**src/sv/alks_pkg.sv**
```systemverilog
package alks_pkg;

  // Default converter width
  localparam int unsigned AdcBitsDef = 12;

  // Fixed field widths
  localparam int unsigned TimeW  = 32;
  localparam int unsigned TicksW = 16;
  localparam int unsigned CountW = 4;
  localparam int unsigned EvtW   = 4;

  // Event flag positions inside one key's event nibble
  localparam int unsigned EvtPress  = 0;
  localparam int unsigned EvtShort  = 1;
  localparam int unsigned EvtLong   = 2;
  localparam int unsigned EvtRepeat = 3;

  // Register reset values
  localparam int unsigned UserMaxRst   = 199;
  localparam int unsigned R1MinRst     = 228;
  localparam int unsigned R1MaxRst     = 426;
  localparam int unsigned R2MinRst     = 456;
  localparam int unsigned R2MaxRst     = 682;
  localparam int unsigned LongRst      = 500;
  localparam int unsigned RepeatRst    = 200;
  localparam int unsigned StablePolls0 = 3;

  // Configuration register indexes
  typedef enum logic [2:0] {
    RegUserMax   = 3'd0,
    RegR1Min     = 3'd1,
    RegR1Max     = 3'd2,
    RegR2Min     = 3'd3,
    RegR2Max     = 3'd4,
    RegLongTime  = 3'd5,
    RegRepeat    = 3'd6,
    RegStable    = 3'd7
  } alks_reg_e;

  // Classified key codes
  typedef enum logic [1:0] {
    KeyNone = 2'd0,
    KeyR1   = 2'd1,
    KeyR2   = 2'd2,
    KeyUser = 2'd3
  } alks_key_e;

  // Timing settings shared by the three key debouncers
  typedef struct packed {
    logic [TicksW-1:0] long_press_time;
    logic [TicksW-1:0] repeat_interval;
    logic [CountW-1:0] stable_polls;
  } alks_key_cfg_t;

endpackage

```
**src/sv/alks_key.sv**
```systemverilog
module alks_key (
  input  logic                            clk_i,
  input  logic                            rst_ni,
  input  logic                            adv_i,
  input  logic                            idle_i,
  input  logic                            down_i,
  input  logic [alks_pkg::TimeW-1:0]      now_i,
  input  alks_pkg::alks_key_cfg_t         cfg_i,
  output logic [alks_pkg::EvtW-1:0]       events_o
);
  import alks_pkg::*;

  logic              stable_q, stable_d;
  logic              prev_q, prev_d;
  logic [CountW-1:0] cnt_q, cnt_d;
  logic              held_q, held_d;
  logic              long_q, long_d;
  logic [TimeW-1:0]  press_q, press_d;
  logic [TimeW-1:0]  rep_q, rep_d;
  logic              lvl;
  logic [TimeW-1:0]  since_press;
  logic [TimeW-1:0]  since_rep;

  // Debounce, then flag press, short release, long press and repeat
  always_comb begin
    lvl       = ~down_i;
    stable_d  = stable_q;
    prev_d    = prev_q;
    cnt_d     = cnt_q;
    held_d    = held_q;
    long_d    = long_q;
    press_d   = press_q;
    rep_d     = rep_q;
    events_o  = '0;

    if (lvl != prev_q) begin
      cnt_d  = '0;
      prev_d = lvl;
    end else if (cnt_q < cfg_i.stable_polls) begin
      cnt_d = cnt_q + CountW'(1);
    end

    if ((cnt_d >= cfg_i.stable_polls) && (lvl != stable_q)) begin
      stable_d = lvl;
      if (!lvl) begin
        held_d              = 1'b1;
        long_d              = 1'b0;
        press_d             = now_i;
        rep_d               = now_i;
        events_o[EvtPress]  = 1'b1;
      end else begin
        if (held_q && !long_q) begin
          events_o[EvtShort] = 1'b1;
        end
        held_d = 1'b0;
      end
    end

    since_press = now_i - press_d;
    if (held_d && !long_d &&
        (since_press >= {{(TimeW-TicksW){1'b0}}, cfg_i.long_press_time})) begin
      long_d            = 1'b1;
      rep_d             = now_i;
      events_o[EvtLong] = 1'b1;
    end

    since_rep = now_i - rep_d;
    if (held_d && long_d &&
        (since_rep >= {{(TimeW-TicksW){1'b0}}, cfg_i.repeat_interval})) begin
      rep_d               = now_i;
      events_o[EvtRepeat] = 1'b1;
    end

    // Reset action: return to idle, keep the timestamps
    if (idle_i) begin
      stable_d = 1'b1;
      prev_d   = 1'b1;
      cnt_d    = cfg_i.stable_polls;
      held_d   = 1'b0;
      long_d   = 1'b0;
      press_d  = press_q;
      rep_d    = rep_q;
      events_o = '0;
    end
  end

  // Hold key state, advance once per transaction
  always_ff @(posedge clk_i or negedge rst_ni) begin
    if (!rst_ni) begin
      stable_q <= 1'b1;
      prev_q   <= 1'b1;
      cnt_q    <= CountW'(StablePolls0);
      held_q   <= 1'b0;
      long_q   <= 1'b0;
      press_q  <= '0;
      rep_q    <= '0;
    end else if (adv_i) begin
      stable_q <= stable_d;
      prev_q   <= prev_d;
      cnt_q    <= cnt_d;
      held_q   <= held_d;
      long_q   <= long_d;
      press_q  <= press_d;
      rep_q    <= rep_d;
    end
  end

endmodule

```
**src/sv/adc_ladder_key_scanner.sv**
```systemverilog
// Resistor-ladder key scanner. Each input transaction is one poll: tuser
// carries the action (0 scan, 1 return all keys to idle) and tdata carries
// the ADC code, its valid flag and a millisecond timestamp. The code is
// classified against inclusive windows (USER first, then R1, then R2) and
// three debouncers report press, short release, long press and repeat.
// One poll is taken every clock cycle unless the input side stalls. A poll
// passes an input register and a result register, which loads once any
// waiting result is taken, and is then offered on the master side. While a
// result waits the input register can still take one more poll; after that
// the input side stalls until the waiting result is taken. Configuration
// must be written through the write port while no poll is in flight (the
// block itself does not enforce this) and takes effect on the next poll.
module adc_ladder_key_scanner #(
  parameter int unsigned AdcBits = alks_pkg::AdcBitsDef,
  localparam int unsigned InW    = AdcBits + 1 + alks_pkg::TimeW,
  localparam int unsigned InDW   = ((InW + 7) / 8) * 8,
  localparam int unsigned CfgW   = (AdcBits > alks_pkg::TicksW) ? AdcBits : alks_pkg::TicksW
) (
  input  logic             clk_i,
  input  logic             rst_ni,
  // Configuration write port
  input  logic             cfg_we_i,
  input  logic [2:0]       cfg_idx_i,
  input  logic [CfgW-1:0]  cfg_data_i,
  // Poll input
  input  logic             s_axis_tvalid,
  output logic             s_axis_tready,
  input  logic [InDW-1:0]  s_axis_tdata,  // adc_code, adc_valid, now_ms, zero fill
  input  logic             s_axis_tuser,  // action
  // Event output
  output logic             m_axis_tvalid,
  input  logic             m_axis_tready,
  output logic [15:0]      m_axis_tdata   // r1_events, r2_events, user_events, raw_key, zero fill
);
  import alks_pkg::*;

  // Configuration registers
  logic [AdcBits-1:0] user_max_q, r1_min_q, r1_max_q, r2_min_q, r2_max_q;
  alks_key_cfg_t      key_cfg_q;

  always_ff @(posedge clk_i or negedge rst_ni) begin
    if (!rst_ni) begin
      user_max_q                <= AdcBits'(UserMaxRst);
      r1_min_q                  <= AdcBits'(R1MinRst);
      r1_max_q                  <= AdcBits'(R1MaxRst);
      r2_min_q                  <= AdcBits'(R2MinRst);
      r2_max_q                  <= AdcBits'(R2MaxRst);
      key_cfg_q.long_press_time <= TicksW'(LongRst);
      key_cfg_q.repeat_interval <= TicksW'(RepeatRst);
      key_cfg_q.stable_polls    <= CountW'(StablePolls0);
    end else if (cfg_we_i) begin
      case (alks_reg_e'(cfg_idx_i))
        RegUserMax:  user_max_q                <= cfg_data_i[AdcBits-1:0];
        RegR1Min:    r1_min_q                  <= cfg_data_i[AdcBits-1:0];
        RegR1Max:    r1_max_q                  <= cfg_data_i[AdcBits-1:0];
        RegR2Min:    r2_min_q                  <= cfg_data_i[AdcBits-1:0];
        RegR2Max:    r2_max_q                  <= cfg_data_i[AdcBits-1:0];
        RegLongTime: key_cfg_q.long_press_time <= cfg_data_i[TicksW-1:0];
        RegRepeat:   key_cfg_q.repeat_interval <= cfg_data_i[TicksW-1:0];
        RegStable:   key_cfg_q.stable_polls    <= cfg_data_i[CountW-1:0];
        default:     ;
      endcase
    end
  end

  // Handshake: the result stage advances on adv; the input register also loads whenever it is empty
  logic in_vld_q, out_vld_q, adv;

  assign adv           = in_vld_q && (!out_vld_q || m_axis_tready);
  assign s_axis_tready = !in_vld_q || adv;
  assign m_axis_tvalid = out_vld_q;

  always_ff @(posedge clk_i or negedge rst_ni) begin
    if (!rst_ni) begin
      in_vld_q  <= 1'b0;
      out_vld_q <= 1'b0;
    end else begin
      if (s_axis_tready) begin
        in_vld_q <= s_axis_tvalid;
      end
      if (adv) begin
        out_vld_q <= 1'b1;
      end else if (m_axis_tready) begin
        out_vld_q <= 1'b0;
      end
    end
  end

  // Input register
  logic               action_q;
  logic [AdcBits-1:0] code_q;
  logic               valid_q;
  logic [TimeW-1:0]   now_q;

  always_ff @(posedge clk_i) begin
    if (s_axis_tvalid && s_axis_tready) begin
      action_q <= s_axis_tuser;
      code_q   <= s_axis_tdata[AdcBits-1:0];
      valid_q  <= s_axis_tdata[AdcBits];
      now_q    <= s_axis_tdata[AdcBits+TimeW:AdcBits+1];
    end
  end

  // Classify the sample against the code windows
  alks_key_e key;

  always_comb begin
    if (!valid_q) begin
      key = KeyNone;
    end else if (code_q <= user_max_q) begin
      key = KeyUser;
    end else if ((code_q >= r1_min_q) && (code_q <= r1_max_q)) begin
      key = KeyR1;
    end else if ((code_q >= r2_min_q) && (code_q <= r2_max_q)) begin
      key = KeyR2;
    end else begin
      key = KeyNone;
    end
  end

  // Per-key debouncers
  logic [EvtW-1:0] r1_ev, r2_ev, user_ev;

  alks_key u_key_r1 (
    .clk_i    (clk_i),
    .rst_ni   (rst_ni),
    .adv_i    (adv),
    .idle_i   (action_q),
    .down_i   (key == KeyR1),
    .now_i    (now_q),
    .cfg_i    (key_cfg_q),
    .events_o (r1_ev)
  );

  alks_key u_key_r2 (
    .clk_i    (clk_i),
    .rst_ni   (rst_ni),
    .adv_i    (adv),
    .idle_i   (action_q),
    .down_i   (key == KeyR2),
    .now_i    (now_q),
    .cfg_i    (key_cfg_q),
    .events_o (r2_ev)
  );

  alks_key u_key_user (
    .clk_i    (clk_i),
    .rst_ni   (rst_ni),
    .adv_i    (adv),
    .idle_i   (action_q),
    .down_i   (key == KeyUser),
    .now_i    (now_q),
    .cfg_i    (key_cfg_q),
    .events_o (user_ev)
  );

  // Result register
  logic [15:0] res_q;

  always_ff @(posedge clk_i) begin
    if (adv) begin
      res_q <= {2'b00, (action_q ? KeyNone : key), user_ev, r2_ev, r1_ev};
    end
  end

  assign m_axis_tdata = res_q;

endmodule
```
**config.mk**
```make
export PLATFORM = sky130hd
export DESIGN_NAME = adc_ladder_key_scanner
export DESIGN_NICKNAME = d
export VERILOG_FILES = /design/src/sv/alks_pkg.sv /design/src/sv/alks_key.sv /design/src/sv/adc_ladder_key_scanner.sv
export SDC_FILE = /design/constraint.sdc
export NUM_CORES = 1
export LEC_CHECK = 0
export BUFFER_PORTS_ARGS = -buffer_cell sky130_fd_sc_hd__buf_2
export CORE_MARGIN = 2
export CORE_UTILIZATION = 50
export CTS_BUF_LIST = sky130_fd_sc_hd__clkbuf_8
export DETAILED_ROUTE_END_ITERATION = 12
export PLACE_DENSITY = 0.63
export SLEW_MARGIN = 20
export SYNTH_ARGS = -nofsm -noshare
export SYNTH_HDL_FRONTEND = slang
export SYNTH_SLANG_ARGS = --single-unit
```
**constraint.sdc**
```tcl
create_clock -name clk_i -period 36.5 [get_ports clk_i]
set_input_delay 3.65 -clock clk_i [delete_from_list [all_inputs] [get_ports clk_i]]
set_output_delay 3.65 -clock clk_i [all_outputs]
set_load 0.03 [all_outputs]
```
* Word-level counts from Yosys, hierarchy flattened
Index checks and enable logic that the tools add are counted.
Operators by class: order comparisons 17, bitwise operators 7, shift-type cells 0, div/mod/pow operators 0, $add $sub $neg 9, reduce and logical (&&, ||, !) cells 61, multipliers 0, eq/ne operators 16, multiplexer cells 75
Operators by type and width (number):
- $mux W32 | 18
- $ge A32 B16 Y1 | 6
- $sub A32 B32 Y32 | 6
- $mux W1 | 44
- $le A12 B12 Y1 | 3
- $mux W4 | 9
- $reduce_and A2 Y1 | 15
- $ge A12 B12 Y1 | 2
- $logic_and A1 B1 Y1 | 22
- $reduce_bool A2 Y1 | 7
- $add A4 B1 Y4 const B | 3
- $eq A3 B3 Y1 const B | 4
- $ge A4 B4 Y1 | 3
- $lt A4 B4 Y1 | 3
- $reduce_or A3 Y1 | 3
- $logic_not A1 Y1 | 8
- $mux W2 | 4
- $not A1 Y1 | 7
- $eq A3 B2 Y1 const B | 2
- $ne A1 B1 Y1 | 6
- $reduce_or A2 Y1 | 3
- $eq A2 B2 Y1 const B | 2
- $eq A3 B1 Y1 const B | 1
- $logic_not A3 Y1 | 1
- 2 further kinds | 3
Storage, ports and cells: RAM bits 0, memories 0, latch bits 0, logic and storage cells 227, bits in read-only memories 0, register bits after elaboration 374

* Logic depth before layout (Yosys ltp)
Gate-level depths: netlist of the first run.
depth after elaboration 21, mapped depth 79

* Hierarchy
From an unflattened synthesis of the first run, not the netlist that was laid out.
Unflattened totals: cells, all modules 3960, area, all modules 34853.4 um2
By module, submodules not included:
- alks_key at u_key_user | area each 9395.3 um2, cells each 1140, sequential area each 1806.7 um2, times used 1
- alks_key at u_key_r2 | area each 9222.6 um2, cells each 1182, sequential area each 1806.7 um2, times used 1
- alks_key at u_key_r1 | area each 9168.8 um2, cells each 1097, sequential area each 1806.7 um2, times used 1
- adc_ladder_key_scanner | area each 7066.8 um2, cells each 541, sequential area each 4296.6 um2, times used 1

* Worst setup path after synthesis of the first run
Ideal clock, no wire load.
kind register -> register, from register r1_max_q[1], to register res_q[3] (netlist: m_axis_tdata[3]), data pin, slack 21.061 ns, setup time 0.269 ns, required time 36.231 ns, cell stages (with the launch flop) 76, arrival 15.170 ns, path through dfstp_2 inv_1 ha_1 nor2b_4 o211ai_2 a211o_1 a31oi_1 or2_1 or2_2 clkbuf_1 xor2_1 or2_2 ha_1 nand2b_1 a21o_1 a21o_1 a21o_1 nand2_1 [40 not listed] maj3_1 nand2_1 a21oi_1 o21ai_1 a21boi_0 nor2_1 ha_1 a211oi_1 o221ai_1 a2111oi_0 o2111a_1 o2111ai_1 a211o_1 a2111oi_4 and2_1 buf_2 buf_4 nor3b_1
On the way: cells in the longest elaborated chain, start to end 20, elaborated cells on any way between the ends 32
RTL lines:
- start: declaration | line adc_ladder_key_scanner.sv:38 | logic [AdcBits-1:0] user_max_q, r1_min_q, r1_max_q, r2_min_q, r2_max_q;
- start signal: assignment | line adc_ladder_key_scanner.sv:45 | r1_max_q <= AdcBits'(R1MaxRst);
- start signal: assignment | line adc_ladder_key_scanner.sv:55 | RegR1Max: r1_max_q <= cfg_data_i[AdcBits-1:0];
- $le A12 B12 Y1 (*) | line adc_ladder_key_scanner.sv:112 | end else if ((code_q >= r1_min_q) && (code_q <= r1_max_q)) begin
- $logic_and A1 B1 Y1 (*) | line adc_ladder_key_scanner.sv:112
- $mux W2 (*) | line adc_ladder_key_scanner.sv:112
- $mux W2 (*) | line adc_ladder_key_scanner.sv:110 | end else if (code_q <= user_max_q) begin
- $mux W2 (*) | line adc_ladder_key_scanner.sv:108 | if (!valid_q) begin
- $eq A2 B1 Y1 (*) | line adc_ladder_key_scanner.sv:129 | .down_i (key == KeyR1),
- $not A1 Y1 | line alks_key.sv:26 | lvl = ~down_i;
- $ne A1 B1 Y1 | line alks_key.sv:36 | if (lvl != prev_q) begin
- [4 not listed]
- $sub A32 B32 Y32 or $logic_not A1 Y1 (tied branches) | line alks_key.sv:59, alks_key.sv:60
- $ge A32 B16 Y1 or $logic_and A1 B1 Y1 (tied branches) | line alks_key.sv:61, alks_key.sv:60
- $logic_and A1 B1 Y1 | line alks_key.sv:60 | if (held_d && !long_d &&
- $mux W32 | line alks_key.sv:60
- $sub A32 B32 Y32 | line alks_key.sv:67 | since_rep = now_i - rep_d;
- $ge A32 B16 Y1 | line alks_key.sv:69 | (since_rep >= {{(TimeW-TicksW){1'b0}}, cfg_i.repeat_interval})) begin
- $logic_and A1 B1 Y1 (*) | line alks_key.sv:68 | if (held_d && long_d &&
- $mux W1 (*) | line alks_key.sv:68
- end signal: assignment | line adc_ladder_key_scanner.sv:162 | res_q <= {2'b00, (action_q ? KeyNone : key), user_ev, r2_ev, r1_ev};
- end: declaration | line adc_ladder_key_scanner.sv:158 | logic [15:0] res_q;
Mark *: on every way between the ends. The rest lies on a longest branch, timed or not. A chain may end at the register's enable or synchronous reset.

* Worst setup path in the final report of the first run
from register code_q[2], to register u_key_r2.rep_q[17]
On the way: cells in the longest elaborated chain, start to end 21, elaborated cells on any way between the ends 38
RTL lines:
- start: declaration | line adc_ladder_key_scanner.sv:91 | logic [AdcBits-1:0] code_q;
- start signal: assignment | line adc_ladder_key_scanner.sv:98 | code_q <= s_axis_tdata[AdcBits-1:0];
- $ge A12 B12 Y1 or $le A12 B12 Y1 (tied branches) | line adc_ladder_key_scanner.sv:114 | end else if ((code_q >= r2_min_q) && (code_q <= r2_max_q)) begin
- $logic_and A1 B1 Y1 | line adc_ladder_key_scanner.sv:114
- $mux W2 | line adc_ladder_key_scanner.sv:114
- $mux W2 | line adc_ladder_key_scanner.sv:112
- $mux W2 (*) | line adc_ladder_key_scanner.sv:110
- $mux W2 (*) | line adc_ladder_key_scanner.sv:108
- $eq A2 B2 Y1 (*) | line adc_ladder_key_scanner.sv:140 | .down_i (key == KeyR2),
- $not A1 Y1 | line alks_key.sv:26
- [5 not listed]
- $sub A32 B32 Y32 or $logic_not A1 Y1 (tied branches) | line alks_key.sv:59, alks_key.sv:60
- $ge A32 B16 Y1 or $logic_and A1 B1 Y1 (tied branches) | line alks_key.sv:61, alks_key.sv:60
- $logic_and A1 B1 Y1 | line alks_key.sv:60
- $mux W32 | line alks_key.sv:60
- $sub A32 B32 Y32 | line alks_key.sv:67
- $ge A32 B16 Y1 | line alks_key.sv:69
- $logic_and A1 B1 Y1 | line alks_key.sv:68
- $mux W32 (*) | line alks_key.sv:68
- end signal: assignment | line alks_key.sv:104 | rep_q <= rep_d;
- end: declaration | line alks_key.sv:19 | logic [TimeW-1:0] rep_q, rep_d;
Marked as above.

==> summary.md, run 1 <==
| Metric | Value |
|---|---|
| GR Overflow Total | `0` |
| Worst hold stages | `2` |
| TritonCTS clock tree | `yes` |
| Post-route setup TNS | `0 ps` |
| Sw Pwr | `roughly 1.2 mW` |
| Hpwl dp | `around 67,000 microns` |
| Ports | `between 90 and 100` |
| Clock Path Buffers | `3` |
| GRT Total Usage | `28.1%` |
| Primary FF master, synth | `dfrtp_1` |
| Worst-path clk slew | `60 ps` |
| Cell Int Power | `around 1.5 mW` |
| Async S/R FF share, synth | `between 80% and 90%` |
| Routed vias | `28,300` |
| H-tree levels | `3` |
| Die Y | `around 260 microns` |
| Post-CTS setup repair buffer count | `0` |
| Yosys synthesis warning count | `0` |
| Fin nets | `4,216` |
| DRT Pass-1 Iters | `6` |
| Multi-input logic area | `~0.022 sq mm` |
| P per Cell Area | `roughly 76 mW/mm^2` |
| Synth top area share | `between 20% and 30%` |
| Core ar. | `~0.065 sq mm` |
| FF-to-FF Start | `code_q[2]` |
| Crit end category | `flop` |
| HP Start | `u_key_user.press_q[11]` |
| Top post-synthesis cells by area | `dfrtp_1 21%, ha_1 14%, mux2_2 6.1%` |
| Worst EP arrival | `~21,000 ps` |
| CP max stage delay | `720 ps` |
| Initial Util | `between 50% and 60%` |
| Final max-slew violation count | `0` |
| Port Buffers | `85` |
| F_max | `49.6 MHz` |
| Final clock skew | `between 50 and 60 ps` |
| Synthesis-to-layout area growth | `9.23%` |
| Storage cell area | `0.00972 sq mm` |
| Final ANT Viol Nets | `0` |
| Crit-path max FO | `50` |
| Post-synthesis register bit count | `about 370` |
| Outcome | `completed` |
| First-pass GRT wire length | `around 150,000 microns` |
| Cts bufs inserted | `75` |
| Critical path type | `flop to flop` |
| Post-route DRC | `0` |
| Post-synth EDFFs | `60` |
| Worst EP required | `approximately 37,000 ps` |
| Routed len/inst | `20.2 microns` |
| Share of cells above drive strength 1 | `14.4%` |
| Slowest cell on crit path | `a2111oi_0` |
| Chip width | `approximately 260 microns` |
| Max cap viols | `0` |
| Reg-to-reg endpoint | `u_key_r2.rep_q[17]` |
| Sequential power share | `~23%` |
| RD Place Congestion | `about 0.95` |
| Clk root buf | `clkbuf_8` |
| Leak | `~17 nW` |
| Largest net degree at the start of global routing | `between 70 and 80` |
| Top cell by count, worst path | `a21o_1` |
| CP startpoint kind | `flop` |
| Sequential area share after synthesis | `between 20% and 30%` |
| Fin area | `around 0.036 sq mm` |
| First DRT Iteration DRCs | `around 2,400` |
| Vias per cell | `roughly 6.0` |
| Dpl cells | `between 4,000 and 5,000` |
| RSZ-0062 raised after global routing | `no` |
| Final Cycle Share | `55.3%` |
| R2R Setup Slk | `16,330 ps` |
| Worst Hold Class | `flop to flop` |
| VDD IR-drop max | `~28 uV` |
| DRT Wirelength | `~95,000 microns` |
| Switch share | `between 40% and 50%` |
| Hold Path End | `u_key_user.press_q[11]` |
| Initial antenna violation count | `4` |
| Skew-Pair Late Insertion Delay | `700 ps` |
| Post-synthesis area per instance | `about 8.7 sq um` |
| Hold buffers post-CTS | `0` |
| Most common cell in the synthesized netlist | `nand2_1` |
| Placed Area | `0.0340 sq mm` |
| Cell variety after synth | `between 90 and 100` |
| Vias in the first global route | `26,900` |
| Tmin final | `approximately 20,000 ps` |
| Worst reg-to-reg path cell count | `74` |
| Post_cts resized | `0` |
| Part of the power in the clock network | `between 15 and 20%` |
| Filler cells | `6,081` |
| Top cells by count, synth | `360 x nand2_1, 354 x ha_1, 289 x a21oi_1, 268 x dfrtp_1, 265 x nor2_1` |
| Sink Count | `374` |
| Die area | `about 0.067 sq mm` |
| Slew HR | `30.2%` |
| Final Non-Filler Cells | `~4,700` |
| Mapped cell area | `0.0327 sq mm` |
| Worst Max-Slew Pin Slew | `about 1000 ps` |
| Rows | `between 90 and 100` |
| Final Setup Violations | `0` |
| Logic gate share of total power | `around 60%` |
| Leading area contributor after synthesis | `dfrtp_1` |
| Final Hold Viols | `0` |
| Mapped Cells | `between 3,000 and 4,000` |
-- worst max-delay path: cells and delay by family, from the launching register on --
family	cells	cell delay, ps
fa+ha+maj	8	2070
xor+xnor	3	520
flops	1	570
simple gates	17	4090
buf+inv	3	1270
compound gates	43	11430
-- layer usage --
| layer | up-vias | wire, microns | global-route usage, % | share of wire [%] |
|---|---|---|---|---|
| met4 | 0 | 2740 | 9.74 | 2.9 |
| met2 | 794 | 42800 | 45.0 | 45 |
| li1 | 13800 | - | - | - |
| met3 | 164 | 6350 | 4.92 | 6.7 |
| met5 | - | 0 | 0 | 0 |
| met1 | 13600 | 43100 | 38.3 | 45 |
-- final cells by class --
class                      instances  share of cell area [%]
antenna                            3                  0.0210
multi-input combinational       3001                    60.6
clock inverter                    50                    1.21
sequential                       374                    27.2
timing repair buffer             149                    2.68
inverter                         182                    1.91
tap                              855                    2.99
clock buffer                      89                    3.43
-- flip-flops by register name, indices dropped and copies added, names as in the netlist, 32 cells and up --
signal              flops
u_key_r2.press_q       32
u_key_r1.rep_q         32
u_key_r2.rep_q         32
now_q                  32
u_key_user.rep_q       32
u_key_user.press_q     32
u_key_r1.press_q       32
key_cfg_q              36
-- cell usage in the layout, fill, tap and decap left out, types with 41 or more instances in the layout --
master    Yosys  routed
nor2_1      265     260
a21oi_1     289     283
nand3_1     108     108
o211ai_1     49      49
dfstp_2      46      46
xor2_1       52      52
nor3_1       52      50
nor2b_1      43      43
a21o_1      153     153
xnor2_1      73      73
ha_1        354     354
inv_1       181     202
mux2i_1     133     133
nand4_1      48      48
nand2_1     360     356
edfxtp_1     60      60
and2_1       43      41
nand2b_1     61      61
buf_2        13      84
buf_4         6      62
a211o_1      41      41
dfrtp_1     268     268
o21ai_0     230     230
clkbuf_8      0      89
mux2_2      176     176
-- power groups by stage --
stage	clock network (mW)	registers [mW]	logic [mW]
CTS	0.494	0.609	1.61
floorplan	0	0.599	1.24
detailed placement	0	0.616	1.60
global route	0.514	0.625	1.82
finish	0.482	0.611	1.62
global placement	0	0.612	1.58
-- how the worst max path moves through the flow --
stage	slack, ps	start	cells after the start	end
global placement	16660	code_q[2]	71	m_axis_tdata[3]
detailed placement	16620	code_q[2]	71	u_key_r1.rep_q[28]
floorplan	21060	r1_max_q[1]	75	m_axis_tdata[3]
CTS	16530	code_q[2]	71	u_key_r1.rep_q[16]
global route	14680	code_q[2]	75	u_key_r2.rep_q[8]
finish	16330	code_q[2]	74	u_key_r2.rep_q[17]
-- metrics by stage --
stage / setup slack [ps] / hold WS [ps] / power, mW / utilization [%]
2_1_floorplan: 21060 / 446 / 1.84 / -
3_3_place_gp: 16660 / 461 / 2.20 / 52.7
3_5_place_dp: 16620 / 473 / 2.22 / 52.7
4_1_cts: 16530 / 487 / 2.72 / 55.2
5_1_grt: 14680 / 507 / 2.96 / 55.3
6_report: 16330 / 483 / 2.72 / 55.3
-- cell families after synthesis --
group / count (synthesis) / share of synthesized area (%)
and+or+nand+nor: 1101 / 16.0
AOI/OAI and AO/OA: 1093 / 22.0
buffers and inverters: 378 / 4.57
DFF: 374 / 29.7
adders and majority gates: 371 / 14.2
muxes: 309 / 10.1
xor gates and xnor gates: 125 / 3.35
other: 1 / 0.0115
Note: power is estimated with default switching activity, not from simulation.
==> inputs of run 2 (changes only) <==
Clock period 36.5 ns to 19.7 ns, I/O delays scaled along.
==> summary.md, run 2 (synthesis gave the netlist of run 1 again) <==
| Metric | Value |
|---|---|
| Vias in the first global route | `between 20,000 and 30,000` |
| Sw Pwr | `~2.2 mW` |
| Critical path type | `flop to flop` |
| Crit-path max FO | `54` |
| Share of cells above drive strength 1 | `between 10% and 20%` |
| Hold Path End | `u_key_user.press_q[9]` |
| First-pass GRT wire length | `~150,000 microns` |
| GR Overflow Total | `0` |
| Sequential power share | `22.8%` |
| DRT Wirelength | `between 90,000 and 100,000 microns` |
| Skew-Pair Late Insertion Delay | `~690 ps` |
| Top cell by count, worst path | `a21o_1` |
| Filler cells | `around 6,000` |
| Placed Area | `~0.034 sq mm` |
| Worst Hold Class | `flop to flop` |
| Final max-slew violation count | `0` |
| Ports | `91` |
| Chip width | `260 microns` |
| TritonCTS clock tree | `yes` |
| Final clock skew | `40.7 ps` |
| Logic gate share of total power | `around three fifths` |
| Die area | `between 0.06 and 0.07 sq mm` |
| Fin nets | `4,219` |
| Final ANT Viol Nets | `0` |
| VDD IR-drop max | `between 50 and 60 uV` |
| Worst Max-Slew Pin Slew | `between 1000 and 1500 ps` |
| Sink Count | `around 370` |
| Crit end category | `flop` |
| Tmin final | `between 15,000 and 20,000 ps` |
| Clk root buf | `clkbuf_8` |
| First DRT Iteration DRCs | `2,387` |
| H-tree levels | `3` |
| R2R Setup Slk | `around 1500 ps` |
| Initial antenna violation count | `4` |
| Worst-path clk slew | `60 ps` |
| Initial Util | `between 50% and 60%` |
| Synthesis-to-layout area growth | `9.06%` |
| Switch share | `a little under half` |
| Slowest cell on crit path | `a2111oi_0` |
| Top reg by flops | `key_cfg_q` |
| Final Non-Filler Cells | `4,705` |
| Slew HR | `roughly a quarter` |
| Post-route DRC | `0` |
| P per Cell Area | `139 mW/mm^2` |
| Fin area | `approximately 0.036 sq mm` |
| DRT Pass-1 Iters | `6` |
| GRT Total Usage | `roughly 28%` |
| RSZ-0062 raised after global routing | `no` |
| Max cap viols | `0` |
| Final Cycle Share | `around 92%` |
| Most common cell after layout, fill and taps aside | `nand2_1` |
| HP Start | `u_key_user.press_q[9]` |
| Largest register FFs | `36` |
| Routed len/inst | `approximately 20 microns` |
| F_max | `approximately 55 MHz` |
| Dpl cells | `4,559` |
| FF-to-FF Start | `code_q[2]` |
| Commonest non-fill, non-tap cells in the layout | `356 x nand2_1, 354 x ha_1, 283 x a21oi_1` |
| Clock Path Buffers | `3` |
| Hold buffers post-CTS | `0` |
| RD Place Congestion | `~0.96` |
| Storage cell area | `just under 0.01 sq mm` |
| Leak | `16.7 nW` |
| Reg-to-reg endpoint | `u_key_r2.rep_q[2]` |
| Final Setup Violations | `0` |
| Post_cts resized | `0` |
| CP startpoint kind | `flop` |
| Outcome | `completed` |
| Cts bufs inserted | `77` |
| Cell Int Power | `~2.7 mW` |
| Routed vias | `approximately 28,000` |
| Post-route setup TNS | `0 ps` |
| Core ar. | `between 0.06 and 0.07 sq mm` |
| Largest net degree at the start of global routing | `roughly 160` |
| Post-CTS setup repair buffer count | `0` |
| Worst reg-to-reg path cell count | `70` |
| Worst EP arrival | `18,740 ps` |
| Worst hold stages | `2` |
| Multi-input logic area | `~0.022 sq mm` |
| Die Y | `roughly 260 microns` |
| Rows | `between 90 and 100` |
| Worst EP required | `between 20,000 and 25,000 ps` |
| Final Hold Viols | `0` |
| Vias per cell | `6.05` |
| CP max stage delay | `around 640 ps` |
| Hpwl dp | `67,000 microns` |
| Part of the power in the clock network | `between 10% and 20%` |
| Port Buffers | `85` |
## run 2: cell count changes in the layout (fill, tap and decap cells not counted), sizes merged
cell	delta
bufinv	-5
inv	+6
clkbuf	-1
clkinv	+2
a21oi	+1
diode	-1
## run 2: how the worst max path moves through the flow
stage,startpoint,to,cells after the start
2_1_floorplan,r1_max_q[1],m_axis_tdata[3],75
3_3_place_gp,code_q[2],u_key_r2.rep_q[0],70
3_5_place_dp,code_q[2],u_key_r2.rep_q[2],70
4_1_cts,code_q[2],u_key_r2.rep_q[10],70
5_1_grt,code_q[2],u_key_r2.rep_q[8],71
6_report,code_q[2],u_key_r2.rep_q[2],70
## run 2: layout make-up
class                           count  share of cell area (%)
Multi-Input combinational cell   3002                    60.8
Sequential cell                   374                    27.2
Clock buffer                       88                    3.39
Tap cell                          855                    3.00
Timing Repair Buffer              149                    2.73
Inverter                          182                    1.91
Clock inverter                     53                   0.957
Antenna cell                        2                  0.0140
## run 2: metal layers
metal	share of wire, %	track usage [%]
met5	0	0
met4	2.2	7.84
met3	5.3	3.66
met2	46	45.6
met1	46	38.7
## run 2: worst max-delay path, delay by kind of cell (launching register included)
family                     cells  cell delay [ps]
xor gates and xnor gates       3              440
adders and majority gates      6             1790
AOI/OAI and AO/OA             42            10480
and+or+nand+nor               15             3660
buffers and inverters          3              750
DFF                            1              540
muxes                          1              260
## run 2: per-stage QoR
stage          hold slack, ps  worst slack (ps)  total power [mW]  utilization [%]
6_report                  479              1500              4.97             55.2
3_5_place_dp              469              1530              4.10             52.7
4_1_cts                   482              1460              4.96             55.1
5_1_grt                   513              57.8              5.43             55.2
3_3_place_gp              462              1440              4.06             52.7
2_1_floorplan             446              4260              3.41                -
## run 2: power groups by stage
stage          logic, mW  registers, mW  clock network (mW)
2_1_floorplan       2.30           1.11                   0
3_3_place_gp        2.93           1.13                   0
3_5_place_dp        2.96           1.14                   0
4_1_cts             2.98           1.13               0.852
5_1_grt             3.39           1.16               0.882
6_report            3.01           1.13               0.830
